===== src/hdl/pgms_pkg.sv =====
// ----------------------------------------------------------------------------
// pgms_pkg: shared types and constants
// Widths, register indexes, status codes and controller states for the
// process grid chooser.
// ----------------------------------------------------------------------------
`default_nettype none

package pgms_pkg;

	localparam int COUNT_BITS  = 16;
	localparam int STORE_DEPTH = 4096;
	localparam int FIELD_W     = 16;
	localparam int BOX_W       = 20;
	localparam int CFG_ADDR_W  = 2;
	localparam int IN_W        = 64;
	localparam int OUT_W       = 56;

	localparam logic [CFG_ADDR_W-1:0] REG_BOX_LEN_X = 2'd0;
	localparam logic [CFG_ADDR_W-1:0] REG_BOX_LEN_Y = 2'd1;
	localparam logic [CFG_ADDR_W-1:0] REG_BOX_LEN_Z = 2'd2;

	localparam logic [BOX_W-1:0] BOX_RESET = 20'd256;

	typedef enum logic [1:0] {
		ST_FOUND    = 2'd0,
		ST_NONE     = 2'd1,
		ST_OVERFLOW = 2'd2
	} status_t;

	typedef enum logic [3:0] {
		S_IDLE,
		S_I_TEST,
		S_I_WAIT,
		S_J_TEST,
		S_J_WAIT,
		S_C_RD,
		S_C_CHK,
		S_C_MOVE,
		S_P_RD,
		S_P_LOAD,
		S_P_WAIT,
		S_RESULT
	} state_t;

endpackage

`default_nettype wire


===== src/hdl/pgms_score.sv =====
// ----------------------------------------------------------------------------
// pgms_score: scaled surface of one triple
// xy*k + xz*j + yz*i, one half-area partial product a cycle through one
// multiplier, each product registered and accumulated in the next cycle.
// ----------------------------------------------------------------------------
`default_nettype none

module pgms_score #(
	parameter int CB = pgms_pkg::COUNT_BITS,
	parameter int BW = pgms_pkg::BOX_W
) (
	input  wire logic                  clk,
	input  wire logic                  arst_n,
	input  wire logic                  start,
	input  wire logic [2*BW-1:0]       area_xy,
	input  wire logic [2*BW-1:0]       area_xz,
	input  wire logic [2*BW-1:0]       area_yz,
	input  wire logic [3*CB-1:0]       triple,
	output logic                       done,
	output logic [2*BW+CB+1:0]         score
);

	localparam int SW = 2 * BW + CB + 2;
	localparam int PW = BW + CB;

	logic          busy_q;
	logic [2:0]    step_q;
	logic          done_q;
	logic [PW-1:0] pp_s1;
	logic          ppv_s1;
	logic          hi_s1;
	logic          last_s1;
	logic [SW-1:0] acc_q;
	logic [2*BW-1:0] area_sel;
	logic [CB-1:0]   size_sel;
	logic [BW-1:0]   half_sel;

	always_comb begin
		case (step_q[2:1])
			2'd0: begin
				area_sel = area_xy;
				size_sel = triple[2*CB +: CB];
			end
			2'd1: begin
				area_sel = area_xz;
				size_sel = triple[CB +: CB];
			end
			default: begin
				area_sel = area_yz;
				size_sel = triple[0 +: CB];
			end
		endcase
		half_sel = step_q[0] ? area_sel[2*BW-1:BW] : area_sel[BW-1:0];
	end

	always_ff @(posedge clk or negedge arst_n) begin
		if (!arst_n) begin
			busy_q  <= 1'b0;
			step_q  <= '0;
			ppv_s1  <= 1'b0;
			last_s1 <= 1'b0;
			done_q  <= 1'b0;
		end else begin
			done_q <= ppv_s1 && last_s1;
			ppv_s1 <= busy_q;
			last_s1 <= busy_q && (step_q == 3'd5);
			if (start) begin
				busy_q <= 1'b1;
				step_q <= '0;
			end else if (busy_q) begin
				step_q <= step_q + 1'b1;
				if (step_q == 3'd5) begin
					busy_q <= 1'b0;
				end
			end
		end
	end

	always_ff @(posedge clk) begin
		pp_s1 <= PW'(half_sel) * PW'(size_sel);
		hi_s1 <= step_q[0];
		if (start) begin
			acc_q <= '0;
		end else if (ppv_s1) begin
			acc_q <= acc_q + (hi_s1 ? (SW'(pp_s1) << BW) : SW'(pp_s1));
		end
	end

	assign done  = done_q;
	assign score = acc_q;

endmodule

`default_nettype wire


===== config.mk =====
export PLATFORM = sky130hd
export DESIGN_NAME = pgms_score
export DESIGN_NICKNAME = d
export VERILOG_FILES = /design/src/hdl/pgms_pkg.sv /design/src/hdl/pgms_score.sv
export SDC_FILE = /design/constraint.sdc
export NUM_CORES = 1
export LEC_CHECK = 0
export ABC_AREA = 1
export BUFFER_PORTS_ARGS = -buffer_cell sky130_fd_sc_hd__buf_2
export CAP_MARGIN = 20
export CELL_PAD_IN_SITES_DETAIL_PLACEMENT = 0
export CELL_PAD_IN_SITES_GLOBAL_PLACEMENT = 1
export CORE_UTILIZATION = 40
export DETAILED_ROUTE_END_ITERATION = 8
export GPL_ROUTABILITY_DRIVEN = 0
export HOLD_SLACK_MARGIN = 0.15
export PLACE_DENSITY = 0.82
export REMOVE_ABC_BUFFERS = 1
export SLEW_MARGIN = 15
export SYNTH_ARGS = -nofsm -noshare
export SYNTH_HDL_FRONTEND = slang
export SYNTH_SLANG_ARGS = --single-unit

===== constraint.sdc =====
create_clock -name clk -period 5.7 [get_ports clk]
set_input_delay 0 -clock clk [delete_from_list [all_inputs] [get_ports clk]]
set_output_delay 0 -clock clk [all_outputs]
set_load 0.03 [all_outputs]

Word level (Yosys, flattened, before mapping)
Index checks and enable logic that the tools add are counted.
{ "op_classes": {"addsub": 2, "mul": 1, "eq_ne": 2, "muxes": 9, "n_reduce_logical": 4} }
{ "op_table": {"columns": ["op", "n"], "rows": [
  ["case mux 40 bit (2 select lines)", 1],
  ["adder 58 x 56 -> 58 bit", 1],
  ["two-way mux 56 bit", 1],
  ["multiplier 20 x 16 -> 36 bit", 1],
  ["case mux 16 bit (2 select lines)", 1],
  ["two-way mux 20 bit", 1],
  ["two-way mux 3 bit", 2],
  ["adder 3 x 1 -> 3 bit, second input constant", 1],
  ["equality test 3 bit, second input constant", 1],
  ["two-way mux 1 bit", 3],
  ["equality test 2 x 1 -> 1 bit, second input constant", 1],
  ["logical AND 1 bit", 2],
  ["logical NOT 2 bit", 1],
  ["nonzero test 2 bit", 1]
]} }
{ "totals": {"reg_bits": 102, "input_bits": 171, "out_inout_bits": 59, "wordCells": 26} }

Longest topological paths before layout
{ "logic_depth": {"word_depth": 4, "ltp_mapped": 32, "depth_no_buf": 30} }

Worst setup path before layout
No wires, ideal clock.
{ "synth_path": {"path_kind": "reg2reg", "startpoint": "reg step_q[2]", "endpoint": "reg pp_s1[25]", "setup_ns": 0.119, "t_arrival_ns": 5.737, "required_ns": 5.581, "path_slack_ns": -0.155, "path_stages_with_launch": 28, "n_path_buf": 2, "period_less_slack_ns": 5.855, "path_cell_list": "dfrtp_1 -> nor2_1 -> inv_1 -> buf_4 -> buf_2 -> o221ai_1 -> nand2_2 -> inv_1 -> nor2_1 -> fa_1 -> inv_1 -> fa_1 -> fa_1 -> inv_1 -> fa_1 -> fa_1 -> inv_1 -> fa_1 -> inv_1 -> ha_1 -> nand2_1 -> nor2_1 -> inv_1 -> nor3_1 -> nand4_1 -> nand3_1 -> a21oi_1 -> xnor2_1"} }
{ "synth_between": {"elab_chain_len": 4, "elab_cells_between_ends": 6, "classes_between": "mul: 1; eq/ne: 1; mux: 3; reduce/logical: 1"} }
{ "synth_rtl": {"columns": ["item", "line", "source"], "rows": [
  ["from (decl)", "pgms_score.sv:27", "logic [2:0] step_q;"],
  ["from (signal assigned)", "pgms_score.sv:71", "step_q <= step_q + 1'b1;"],
  ["equality test 2 x 1 -> 1 bit / logical NOT 2 bit (equally long branches)", "pgms_score.sv:39", "case (step_q[2:1])"],
  ["case mux 40 bit (2 select lines)", "pgms_score.sv:39", null],
  ["two-way mux 20 bit", "pgms_score.sv:53", "half_sel = step_q[0] ? area_sel[2*BW-1:BW] : area_sel[BW-1:0];"],
  ["multiplier 20 x 16 -> 36 bit *", "pgms_score.sv:80", "pp_s1 <= PW'(half_sel) * PW'(size_sel);"],
  ["to (signal assigned)", "pgms_score.sv:80", null],
  ["to (decl)", "pgms_score.sv:29", "logic [PW-1:0] pp_s1;"]
]} }
Mark *: on every way between the ends. The rest lies on a longest branch, timed or not.
A chain may end at the register's enable or synchronous reset.

Final worst setup path
{ "layout_path": {"startpoint": "reg step_q[2]", "endpoint": "reg pp_s1[30]"} }
The elaborated chain is that of the path after synthesis.

==> run metrics <==
outcome=finished with violations; violated checks=negative setup slack; ANT cells=0; initial core utilization=0.408; drt total wl=69.5 mm; initial antenna violation count=0; Reg area=0.00208 mm²; Cells after DPL=4219; fin cells=4282; Via Count=20744; Setup Crit Path Kind=reg -> reg; Total Negative Setup Slacks=-6210 ps; final hold viol count=0; asr flop ratio synth=0.0686; worst skew pair latency=390 ps; clock buffer count from CTS=9; Post-route DRC=0; drt pass-1 iters=6; RSZ-0062 raised after global routing=true; vias in the first global route=20899; largest net degree at the start of global routing=53; final worst path period share=1.07; Post-DRT Antenna Nets=0; Yosys reg bits=102; first-pass GRT wire length=111 mm; minimum clock period=6100 ps; Hold WS=331 ps; Syn Inst Count=3161; HP Class=in -> reg; share of layout cells above drive strength 1=0.216; CTS clk-pin slew, worst paths=80 ps; crit path max-delay cell type=fa_1; max incr delay on CP=610 ps; Slew headroom=0.341; Core ar.=0.0504 mm²; synth top area cells=fa_1 (24%), nand2_1 (15%), inv_1 (13%); routed vias/inst=4.84; Layout area overhead=26.4%; R2R Setup Slk=-400 ps; row count=82; Critical Path Source Type=flop; drt wl/cell=16.2 µm; Final WS setup=-401 ps; Final setup viols=25; Crit Path Max Fanout=11; Top delay family on crit path=adder cells; Multi-input gate area=0.0162 mm²; Yosys top cell area share=0.245; CTS tree=done; DIE AREA=0.0523 mm²; overall die width=229 µm; buffer depth of the longest clock path=2; Final HPWL DP=58.5 mm; Clock Sinks=102; Slew @ Worst Pin=989 ps; max-slew violations=0; CP Data Arrival Time=6420 ps; final net count=4193; die height=229 µm; CP bufs+invs=10; Worst Path Required=6020 ps; Synth area leader=fa_1; synthesized cell area=0.0205 mm²; Max-Cap Viols=0; Root Driver=clkbuf_16; top-count cell post-synth=nand2_1; Fillers=5094; IO Port Bufs=229; io pins=230; predominant post-synthesis flop cell=dfxtp_1; Netlist cell types=46; synthesized area per cell=6.50 µm²; DRT iter0 DRCs=1366; crit end category=flop; number of synthesized flops with an enable pin=0; Seq/Total Area, Yosys=0.101; H-Tree Depth=3; Yosys warnings=0; FMAX=164 MHz; gr usage total=0.268; grt total ovfl=0; Worst Clk Skew=15.1 ps; cell mode on critical path=fa_1; Post-synth top cells=nand2_1 (836), inv_1 (719), nor2_1 (478), fa_1 (251), ha_1 (166)
==> final timing paths <==
path | from | end | depth (start not counted)
max | step_q[2] | pp_s1[30] | 27
min | start | score[5] | 5
max reg2reg | step_q[2] | pp_s1[30] | 27
min reg2reg | last_s1 | done | 2
max in group asynchronous | arst_n | ppv_s1 | 3
min in group asynchronous | arst_n | step_q[1] | 3
==> timing repair <==
| action | in CTS | in global routing |
|---|---|---|
| cloned | 3 | 3 |
| gates resized for setup | 111 | 137 |
| pin swaps | 10 | 39 |
| setup buffers | 25 | 15 |
| hold buffers | 2 | 0 |
| hold endpoints to repair | 7 | 0 |
| setup endpoints to repair | 25 | 27 |
==> registers in the layout, summed over array words and instances, names as in the netlist <==
| name | count |
|---|---|
| done | 1 |
| last_s1 | 1 |
| score | 58 |
| hi_s1 | 1 |
| pp_s1 | 36 |
| step_q | 3 |
| busy_q | 1 |
| ppv_s1 | 1 |
==> cells in the final DEF (no fill, tap or decap), drive strengths merged, types with 3 or more instances in the layout <==
| cell | n |
|---|---|
| o21ai | 66 |
| clkbuf | 13 |
| nand4 | 14 |
| nand2 | 847 |
| a31oi | 4 |
| and2 | 5 |
| o21a | 20 |
| inv | 735 |
| a21o | 5 |
| nor2 | 503 |
| fa | 251 |
| a21oi | 103 |
| nand3b | 3 |
| o22a | 15 |
| nor3 | 19 |
| clkinvlp | 5 |
| xor2 | 44 |
| dfrtp | 7 |
| clkinv | 4 |
| o211ai | 3 |
| buf | 509 |
| dfxtp | 95 |
| nand3 | 106 |
| xnor2 | 11 |
| o221ai | 40 |
| o21bai | 5 |
| ha | 166 |
==> cell type report <==
| class | instances | share of cell area |
|---|---|---|
| clock buffer | 10 | 0.00920 |
| clock inverter | 6 | 0.00304 |
| inverter | 739 | 0.108 |
| multi-input combinational | 2239 | 0.623 |
| sequential | 102 | 0.0801 |
| tap | 672 | 0.0324 |
| timing repair buffer | 514 | 0.144 |
==> metrics by stage <==
stage          utilization  area, µm²  setup slack (ps)
2_1_floorplan            -      20100              -681
3_3_place_gp         0.480      24200              -547
3_5_place_dp         0.480      24200              -565
4_1_cts              0.501      25300              -398
5_1_grt              0.515      26000              -653
6_report             0.515      26000              -401
==> logic make-up after synthesis <==
group                      share of synthesized area
xor gates and xnor gates                      0.0235
and+or+nand+nor                                0.294
adders and majority gates                      0.346
DFF                                            0.101
buffers and inverters                          0.155
AOI/OAI and AO/OA                             0.0801
==> worst min-delay path: cells and delay by family <==
family,cells,cell delay [ps]
buffers and inverters,3,450
AO/OA/AOI/OAI,1,70
AND/OR/NAND/NOR,1,160
==> routing by layer <==
layer  vias to the layer above  track usage  routed length (µm)
met5                         -            0                   0
met4                         0       0.0996                2740
met3                       140       0.0269                3340
met2                       615        0.464               32800
met1                      9660        0.345               30600
li1                      10329            -                   -
Power is left out: the tool's default activity adds up to more than one toggle a clock period on the data nets, which glitch-free logic cannot reach.
