`src/hdl/pgms_pkg.sv`:
```
// ----------------------------------------------------------------------------
// pgms_pkg: shared types and constants
// Widths, register indexes, status codes and controller states for the
// process grid chooser.
// ----------------------------------------------------------------------------
`default_nettype none

package pgms_pkg;

	localparam int COUNT_BITS  = 16;
	localparam int STORE_DEPTH = 4096;
	localparam int FIELD_W     = 16;
	localparam int BOX_W       = 20;
	localparam int CFG_ADDR_W  = 2;
	localparam int IN_W        = 64;
	localparam int OUT_W       = 56;

	localparam logic [CFG_ADDR_W-1:0] REG_BOX_LEN_X = 2'd0;
	localparam logic [CFG_ADDR_W-1:0] REG_BOX_LEN_Y = 2'd1;
	localparam logic [CFG_ADDR_W-1:0] REG_BOX_LEN_Z = 2'd2;

	localparam logic [BOX_W-1:0] BOX_RESET = 20'd256;

	typedef enum logic [1:0] {
		ST_FOUND    = 2'd0,
		ST_NONE     = 2'd1,
		ST_OVERFLOW = 2'd2
	} status_t;

	typedef enum logic [3:0] {
		S_IDLE,
		S_I_TEST,
		S_I_WAIT,
		S_J_TEST,
		S_J_WAIT,
		S_C_RD,
		S_C_CHK,
		S_C_MOVE,
		S_P_RD,
		S_P_LOAD,
		S_P_WAIT,
		S_RESULT
	} state_t;

endpackage

`default_nettype wire

```
`src/hdl/pgms_div.sv`:
```
// ----------------------------------------------------------------------------
// pgms_div: iterative unsigned divider
// Restoring division, one quotient bit per cycle; done pulses when quot and
// rem are valid.
// ----------------------------------------------------------------------------
`default_nettype none

module pgms_div #(
	parameter int W = pgms_pkg::COUNT_BITS
) (
	input  wire logic         clk,
	input  wire logic         arst_n,
	input  wire logic         start,
	input  wire logic [W-1:0] dividend,
	input  wire logic [W-1:0] divisor,
	output logic              done,
	output logic [W-1:0]      quot,
	output logic [W-1:0]      rem
);

	localparam int CW = $clog2(W + 1);

	logic          busy_q;
	logic          done_q;
	logic [CW-1:0] cnt_q;
	logic [W:0]    rem_q;
	logic [W-1:0]  quo_q;
	logic [W-1:0]  dvs_q;
	logic [W:0]    shifted;
	logic [W:0]    diff;

	assign shifted = {rem_q[W-1:0], quo_q[W-1]};
	assign diff    = shifted - {1'b0, dvs_q};

	always_ff @(posedge clk or negedge arst_n) begin
		if (!arst_n) begin
			busy_q <= 1'b0;
			done_q <= 1'b0;
			cnt_q  <= '0;
		end else begin
			done_q <= 1'b0;
			if (start) begin
				busy_q <= 1'b1;
				cnt_q  <= CW'(W);
			end else if (busy_q) begin
				cnt_q <= cnt_q - 1'b1;
				if (cnt_q == CW'(1)) begin
					busy_q <= 1'b0;
					done_q <= 1'b1;
				end
			end
		end
	end

	always_ff @(posedge clk) begin
		if (start) begin
			rem_q <= '0;
			quo_q <= dividend;
			dvs_q <= divisor;
		end else if (busy_q) begin
			rem_q <= diff[W] ? shifted : diff;
			quo_q <= {quo_q[W-2:0], ~diff[W]};
		end
	end

	assign done = done_q;
	assign quot = quo_q;
	assign rem  = rem_q[W-1:0];

endmodule

`default_nettype wire

```
`config.mk`:
```
export PLATFORM = sky130hd
export DESIGN_NAME = pgms_div
export DESIGN_NICKNAME = d
export VERILOG_FILES = /design/src/hdl/pgms_pkg.sv /design/src/hdl/pgms_div.sv
export SDC_FILE = /design/constraint.sdc
export NUM_CORES = 1
export LEC_CHECK = 0
export ABC_AREA = 1
export BUFFER_PORTS_ARGS = -buffer_cell sky130_fd_sc_hd__buf_2
export CELL_PAD_IN_SITES_DETAIL_PLACEMENT = 0
export CELL_PAD_IN_SITES_GLOBAL_PLACEMENT = 2
export CORE_UTILIZATION = 23
export CTS_CLUSTER_DIAMETER = 60
export DETAILED_ROUTE_END_ITERATION = 6
export PLACE_DENSITY_LB_ADDON = 0.05
export SETUP_SLACK_MARGIN = 0.02
export SLEW_MARGIN = 20
export SYNTH_ARGS = -nofsm -noshare
export SYNTH_HDL_FRONTEND = slang
export SYNTH_SLANG_ARGS = --single-unit
```
`constraint.sdc`:
```
create_clock -name clk -period 3.7 [get_ports clk]
set_input_delay 0.74 -clock clk [delete_from_list [all_inputs] [get_ports clk]]
set_output_delay 0.74 -clock clk [all_outputs]
set_load 0.02 [all_outputs]
```
## Word-level counts from Yosys, hierarchy flattened

Index checks and enable logic that the tools add are counted.

- Flip-flop bits (word level): 55
- Input bits: 35
- Output and inout bits: 33
- Logic and storage cells: 22

- Add/subtract/negate cells: 2
- Equality and inequality tests: 1
- Mux-type cells: 11
- Bitwise operators: 1
- Reduce and logical (&&, ||, !) cells: 1

Operator list:

| cell | count |
|---|---|
| $mux W16 | 3 |
| $sub A17 B16 Y17 | 1 |
| $mux W5 | 2 |
| $mux W1 | 6 |
| $eq A5 B1 Y1 const B | 1 |
| $sub A5 B1 Y5 const B | 1 |
| $reduce_bool A2 Y1 | 1 |
| $not A1 Y1 | 1 |

## Logic depth before layout (Yosys ltp)

Gate-level depths: netlist of run 1.

- Word-level depth: 4
- Depth in mapped cells: 16
- Mapped depth without buffers: 16

## Least setup slack after synthesis of run 1

Ideal clock, no wire load.

- Kind: register to register
- From: register quo_q[15] (netlist: quot[15])
- To: register quo_q[0] (netlist: quot[0]), data pin
- Library setup time: 270 ps
- Data arrival time: 2,009 ps
- Data required time: 3,430 ps
- Path slack: 1,421 ps
- Cell stages (with the launch flop): 15
- Buffers on the path: 1
- Clock period less this slack: 2,279 ps
- Cell sequence: edfxtp_1 inv_1 ha_1 fa_1 inv_1 nand2_1 nand2_1 nand3_1 nand2_1 nand2_2 nand2_1 nand2_1 nand2_4 buf_6 o21ai_0

- Cells in the longest elaborated chain, start to end: 4

Ends and longest elaborated chain:

| what | line | text |
|---|---|---|
| from (decl) | pgms_div.sv:27 | `logic [W-1:0] quo_q;` |
| from (signal assigned) | pgms_div.sv:58 | `quo_q <= dividend;` |
| from (signal assigned) | pgms_div.sv:62 | `quo_q <= {quo_q[W-2:0], ~diff[W]};` |
| $sub A17 B16 Y17 | pgms_div.sv:33 | `assign diff = shifted - {1'b0, dvs_q};` |
| $not A1 Y1 | pgms_div.sv:62 |  |
| $mux W16 | pgms_div.sv:60 | `end else if (busy_q) begin` |
| $mux W16 | pgms_div.sv:56 | `if (start) begin` |

No other way between the ends. The select of a mux whose other input is x is not followed.
A chain may end at the register's enable or synchronous reset.

## Worst setup path in the final report of run 1

Ends and elaborated chain as after synthesis.

==> flow_summary.json, run 1 <==
{
  "dr_total_vias": 2906,
  "finClkSkew_ns": 0.00576,
  "pre_cts_slack_ns": 1.32,
  "cts_tree": "built",
  "drv_cap": 0,
  "grt_antenna_before_repair": 0,
  "htreeDepth": 2,
  "finalSetupTns_ns": 0,
  "crit_type": "reg2reg",
  "final.min_clock_period_ns": 2.36,
  "detail_route.first_pass.iterations": 4,
  "ant_nets": 0,
  "fin_nets": 586,
  "p_sw_mw": 1.10,
  "synthDistinctLibCells": 29,
  "holdCritPathClass": "in2async",
  "rsz0062_at_grt": "no",
  "dp.cells": 705,
  "ios": 68,
  "setup_ws_ns": 1.34,
  "netlist_instances": 462,
  "dpl_cell_area_sq_mm": 0.00387,
  "critPathLaunchType": "flip-flop",
  "ys_warn_count": 0,
  "total_power_mw": 2.57,
  "drive_above_1_share": 0.163,
  "p_seq_frac": 0.334,
  "num_antenna_cells": 0,
  "hold_viol": 0,
  "clockBufferDepth": 2,
  "grt_pass1_vias": 3044,
  "drt_iter0_markers": 145,
  "met3_usage": 0.0362,
  "p_comb_frac": 0.443,
  "power.density_mw_per_mm2": 637,
  "status": "finished, final reports clean",
  "drt_wl_total_microns": 9370,
  "vias_per_cell": 4.08,
  "timing.final.crit_share": 0.637,
  "clkTransAtPathRegs_ns": 0.08,
  "use_met2": 0.236,
  "ctsResizeCount": 0,
  "die-area_sq_mm": 0.0149,
  "fin_area_sq_mm": 0.00404,
  "required_ns": 3.74,
  "p_int_mw": 1.48,
  "synth.ff_latch_count": 55,
  "worst_pin_slew_ns": 0.704,
  "synth_top_cell_by_area": "edfxtp_1",
  "initial_core_util": 0.238,
  "slew-limit-headroom": 0.530,
  "clk-insertion-delay-late_ns": 0.31,
  "overflow": 0,
  "grt_pass1_wl_microns": 15400,
  "postSynthNetCount": 516,
  "yosysTopAreaCellShare": 0.289,
  "gp_congestion": 0.757,
  "grt_max_degree": 24,
  "cts-root-buf": "clkbuf_16",
  "rows": 43,
  "cts.sinks": 55,
  "p_leak_nw": 2.25,
  "grt-busiest-layer": "met2",
  "port_buffers": 67,
  "stdcell_count": 713,
  "fmax_ghz": 0.425,
  "crit_fanout": 17,
  "cts_buffers": 5,
  "post-route-drc-count": 0,
  "endpoint_kind": "flip-flop",
  "core_sq_mm": 0.0140,
  "rrSetupSlack_ns": 1.34,
  "area_growth_pct": 21.5,
  "die_x_microns": 122,
  "avgSynthCellArea_sq_um": 7.20,
  "maxSlewViolCount": 0,
  "synthTopCellsByArea": "edfxtp_1 (29%), nand2_1 (22%), inv_1 (10%)",
  "grt_util_all_layers": 0.137,
  "utilization": 0.289,
  "dpl.hpwl_microns": 7070,
  "grtUsageMet1": 0.167,
  "hold_ws_ns": 0.257,
  "clkPwrFrac": 0.223,
  "wl_per_cell_microns": 13.1,
  "ir_drop_mv": 0.221,
  "switching_share": 0.427,
  "postCtsSetupBuffers": 0,
  "die_y_microns": 122,
  "synth-seq-area-share": 0.438,
  "setup_violations": 0,
  "synthesis.area_sq_mm": 0.00333,
  "worstPathArrival_ns": 2.40,
  "ctsHoldBuffers": 0
}
-- registers in the layout, indices dropped and copies added (netlist names) --
register,flops
rem_q,16
cnt_q,5
done,1
dvs_q,16
busy_q,1
quot,16
-- power by group through the flow --
stage	clock (mW)	sequential, mW	combinational, mW
2_1_floorplan	0	0.951	0.745
4_1_cts	0.607	0.864	1.18
6_report	0.574	0.860	1.14
3_5_place_dp	0	0.875	1.17
3_3_place_gp	0	0.875	1.18
5_1_grt	0.623	0.883	1.32
-- cells in the final DEF, fill, tap and decap left out, drive strengths merged --
master  netlist  final
and2          1      1
xor2          3      3
nor2         18     18
nand4         5      5
o21ai         8      8
xnor2         4      4
dfxtp        16     16
dfrtp         7      7
nand3        29     29
nor4          1      1
fa            1      1
edfxtp       32     32
or2           2      2
a21oi        12     12
clkbuf        4      5
ha           18     18
and3          1      1
bufinv        0      1
o22ai         1      1
nor3          2      2
inv          90     91
buf           3     70
clkinv        1      2
nand2       203    203
-- area by class of cell --
class	count	area [sq um]
inverters	91	342
multi-input cells	309	1490
fillers	1599	9950
repair buffers	70	358
clock buffers	5	125
clock inverters	3	47.5
well taps	180	225
flip-flops and latches	55	1460
-- critical path: stages (launching register included) --
cell and delay, ns:
edfxtp_1 0.35, inv_1 0.06, ha_1 0.22, fa_1 0.41
inv_1 0.07, nand2_1 0.04, nand2_1 0.12, nand3_1 0.08
nand2_1 0.14, nand2_2 0.09, nand2_1 0.10, nand2_1 0.09
nand2_4 0.23, o21ai_0 0.11
-- logic make-up (layout without fill, tap and decap cells) --
group                      Yosys count  count (layout)  synth area share
and+or+nand+nor                    262             262             0.322
buffers and inverters               98             169             0.115
DFF                                 55              55             0.438
AOI/OAI and AO/OA                   21              21            0.0331
adders and majority gates           19              19            0.0737
xor gates and xnor gates             7               7            0.0184
-- cell usage after synthesis --
master	instances
nor2_2	2
buf_1	1
clkinv_1	1
nand4_1	5
xnor2_1	4
nor3_1	2
and2_1	1
or2_1	1
nand3_1	29
nand2_2	4
or2_2	1
edfxtp_1	32
fa_1	1
xor2_1	3
inv_1	90
and3_1	1
buf_6	2
ha_1	18
nor4_1	1
dfrtp_1	7
dfxtp_1	16
a21oi_1	11
nand2_1	198
o21ai_0	8
a21oi_2	1
nor2_1	16
nand2_4	1
clkbuf_1	4
o22ai_1	1
-- routing by layer --
metal	vias up	share of wire	wire [microns]
met5	-	0	0
met4	0	0.011	101
met3	6	0.053	495
met2	54	0.46	4320
met1	1291	0.47	4450
li1	1555	-	-
-- path summary, 6_finish.rpt --
kind                                      start                   end  depth (start not counted)
setup / recovery             quot[15]$_DFFE_PP_     quot[0]$_DFFE_PP_                         13
hold / removal                           arst_n      busy_q$_DFF_PN0_                          1
setup reg to reg             quot[15]$_DFFE_PP_     quot[0]$_DFFE_PP_                         13
hold reg to reg            cnt_q[3]$_DFFE_PN0P_  cnt_q[3]$_DFFE_PN0P_                          1
max in group asynchronous                arst_n  cnt_q[0]$_DFFE_PN0P_                          1
min in group clk           cnt_q[3]$_DFFE_PN0P_  cnt_q[3]$_DFFE_PN0P_                          1
(Power assumes the default switching activity.)
==> run 2: changes to the inputs <==
--- a/config.mk
+++ b/config.mk
@@ -5,7 +5,7 @@
 export SDC_FILE = /design/constraint.sdc
 export NUM_CORES = 1
 export LEC_CHECK = 0
-export ABC_AREA = 1
+export ABC_AREA = 0
 export BUFFER_PORTS_ARGS = -buffer_cell sky130_fd_sc_hd__buf_2
 export CELL_PAD_IN_SITES_DETAIL_PLACEMENT = 0
 export CELL_PAD_IN_SITES_GLOBAL_PLACEMENT = 2
==> constraint.sdc (replaced) <==
create_clock -name clk -period 2.3 [get_ports clk]
set_input_delay 0.46 -clock clk [delete_from_list [all_inputs] [get_ports clk]]
set_output_delay 0.46 -clock clk [all_outputs]
set_load 0.02 [all_outputs]
==> run 2 against run 1 <==
  * Clock power up 42%
  * Clock skew rose by 0.0067 ns
  * Worst hold slack better by 0.063 ns
  * Total power increased by 82%
  * Cell area down 0.90%
  * Combinational power increased by 110%
  * Sequential share of layout area up 0.36 points
  * Largest power group unchanged
  * Setup slack got worse by 1.5 ns
  * Count of clock-buffer cells in the layout is the same
  * The flow now finishes with violations (DRC, setup timing)
  * Via count fell by 19%
==> flow_summary.json, run 2 <==
{
  "crit_type": "reg2reg",
  "pre_cts_slack_ns": -0.147,
  "rsz0062_at_grt": "yes",
  "synthTopCellsByArea": "edfxtp_1 (32%), dfxtp_1 (11%), ha_1 (7.6%)",
  "fin_nets": 430,
  "initial_core_util": 0.235,
  "grt_pass1_vias": 2514,
  "worstHoldEndpoint": "dvs_q[14]$_DFFE_PP_",
  "crit_fanout": 10,
  "cts.sinks": 55,
  "n_fill_cell": 1361,
  "rr_startpoint": "quot[15]$_DFFE_PP_",
  "drive_above_1_share": 0.387,
  "synthDistinctLibCells": 47,
  "setup_ws_ns": -0.155,
  "synth-seq-area-share": 0.490,
  "ios": 68,
  "fin_area_sq_mm": 0.00400,
  "grt_pass1_wl_microns": 12700,
  "critPathLaunchType": "flip-flop",
  "total_power_mw": 4.67,
  "required_ns": 2.37,
  "async_flop_share": 0.127,
  "synth-adder-area-share": 0.0826,
  "drt_iter0_markers": 60,
  "p_leak_nw": 1.83,
  "die_x_microns": 116,
  "hold_depth": 1,
  "timing.final.crit_share": 1.07,
  "hp-start": "divisor[14]",
  "final.min_clock_period_ns": 2.46,
  "ant_nets": 0,
  "clkPwrFrac": 0.174,
  "r2r-end": "quot[0]$_DFFE_PP_",
  "synthFlopType": "edfxtp_1",
  "seqCellArea_sq_mm": 0.00146,
  "grt_max_degree": 27,
  "grt_antenna_before_repair": 0,
  "synthesis.area_sq_mm": 0.00297,
  "p_seq_frac": 0.308,
  "final_common_cell": "buf_2",
  "htreeDepth": 2,
  "synth_enable_flop_cells": 32,
  "dpl.hpwl_microns": 5840,
  "die-area_sq_mm": 0.0134,
  "synth.most_common_cell": "edfxtp_1",
  "maxSlewViolCount": 0,
  "clockBufferDepth": 2,
  "power.density_mw_per_mm2": 1170,
  "clkTransAtPathRegs_ns": 0.08,
  "mostFrequentLayoutCells": "buf_2 (67), buf_4 (41), edfxtp_1 (32), inv_1 (20), nand2_1 (19)",
  "rows": 41,
  "p_comb_frac": 0.518,
  "endpoint_kind": "flip-flop",
  "finClkSkew_ns": 0.0124,
  "die_y_microns": 116,
  "cts_tree": "built",
  "violations": "DRC, setup timing",
  "dpl_cell_area_sq_mm": 0.00377,
  "area_growth_pct": 34.8,
  "ff2ff_path_depth": 11,
  "netlist_instances": 266,
  "synth_top_family_by_area": "compound AO/OA/AOI/OAI gates",
  "p_sw_mw": 1.81,
  "worstPathArrival_ns": 2.52,
  "multi_input_area_sq_mm": 0.00142,
  "drv_cap": 0,
  "cts-root-buf": "clkbuf_16",
  "slew-limit-headroom": 0.660,
  "clk-insertion-delay-late_ns": 0.31,
  "detail_route.first_pass.iterations": 6,
  "num_antenna_cells": 0,
  "synth_xor_area_frac": 0.0556,
  "yosysTopAreaCellShare": 0.324,
  "finalSetupTns_ns": -1.54,
  "postSynthNetCount": 320,
  "ys_warn_count": 0,
  "synthTopCellsByCount": "edfxtp_1 (32), inv_1 (21), nand2_1 (19)",
  "hold_viol": 0,
  "setup_violations": 17,
  "p_int_mw": 2.87,
  "holdCritPathClass": "in2reg",
  "synth.ff_latch_count": 55,
  "switching_share": 0.386,
  "synth_top_cell_by_area": "edfxtp_1",
  "vias_per_cell": 4.29,
  "drt_wl_total_microns": 7840,
  "core_sq_mm": 0.0126,
  "rrSetupSlack_ns": -0.16,
  "synthMuxAreaShare": 0.101,
  "ir_drop_mv": 0.326,
  "overflow": 0,
  "dr_total_vias": 2356,
  "wl_per_cell_microns": 14.3,
  "cts_buffers": 5,
  "avgSynthCellArea_sq_um": 11.2,
  "post-route-drc-count": 2,
  "gp_congestion": 0.703,
  "grt_util_all_layers": 0.126,
  "synth-simple-area-share": 0.0944,
  "fmax_ghz": 0.407,
  "status": "finished, violations left",
  "port_buffers": 67,
  "worst_pin_slew_ns": 0.508,
  "synth_compound_area_frac": 0.134
}
## run 2: cell count changes after synthesis, sizes merged, moves of 9 or more
cell,previous run,this run
nand2,203,19
inv,90,21
nand3,29,1
mux2,0,16
mux2i,0,12
a211oi,0,9
## run 2: per-stage QoR
step           utilization  std cells  hold WS (ns)
6_report             0.317        549         0.320
5_1_grt              0.317        549         0.303
4_1_cts              0.314        546         0.307
3_5_place_dp         0.299        534         0.311
3_3_place_gp         0.299        534         0.312
2_1_floorplan            -        266         0.164
## run 2: worst max-delay path by stage
stage / from / endpoint / slack, ns
finish: quot[15]$_DFFE_PP_ / quot[0]$_DFFE_PP_ / -0.16
global placement: rem_q[0]$_SDFFE_PP0P_ / rem_q[11]$_SDFFE_PP0P_ / -0.09
detailed placement: quot[15]$_DFFE_PP_ / rem_q[11]$_SDFFE_PP0P_ / -0.15
CTS: quot[15]$_DFFE_PP_ / rem_q[3]$_SDFFE_PP0P_ / -0.14
floorplan: quot[15]$_DFFE_PP_ / rem_q[2]$_SDFFE_PP0P_ / -0.11
global route: dvs_q[0]$_DFFE_PP_ / rem_q[12]$_SDFFE_PP0P_ / -0.31
## run 2: final cells by class
class / count / area share
Tap cell: 172 / 0.0537
Clock inverter: 3 / 0.00531
Timing Repair Buffer: 112 / 0.172
Inverter: 21 / 0.0197
Multi-Input combinational cell: 181 / 0.354
Clock buffer: 5 / 0.0313
Sequential cell: 55 / 0.364
## run 2: metal layers
metal | up-vias | global-route usage | share of wire
li1 | 1181 | - | -
met1 | 1121 | 0.152 | 0.46
met2 | 46 | 0.214 | 0.47
met3 | 8 | 0.0335 | 0.044
met4 | 0 | 0.0513 | 0.017
met5 | - | 0 | 0
## run 2: cells by family (layout without fill, tap and decap cells)
logic type	Yosys count	after routing
xor+xnor	18	18
flops	55	55
fa+ha+maj	19	19
mux	28	28
buf+inv	30	141
simple gates	58	58
compound gates	58	58
## run 2: critical path, stage by stage, from the launching register on
cell and delay, ns:
edfxtp_1 0.36, inv_2 0.04, ha_2 0.18, fa_2 0.35
nand2b_4 0.16, a21oi_4 0.16, o211ai_2 0.11, o21ai_2 0.17
xor2_2 0.12, buf_6 0.17, buf_4 0.13, mux2_2 0.25
## run 2: what timing repair did
action / CTS / global route
buffers inserted: 3 / 4
hold endpoints to repair: 7 / 0
setup endpoints to repair: 17 / 17
gates cloned: 0 / 0
hold buffers: 1 / 0
gates resized for setup: 5 / 3
pin swaps: 5 / 8
## run 2: power groups by stage
stage / Sequential (mW) / Combinational, mW / Clock, mW
5_1_grt: 1.47 / 2.70 / 0.895
2_1_floorplan: 1.66 / 1.30 / 0
6_report: 1.44 / 2.42 / 0.814
3_3_place_gp: 1.46 / 2.36 / 0
4_1_cts: 1.45 / 2.40 / 0.867
3_5_place_dp: 1.46 / 2.34 / 0
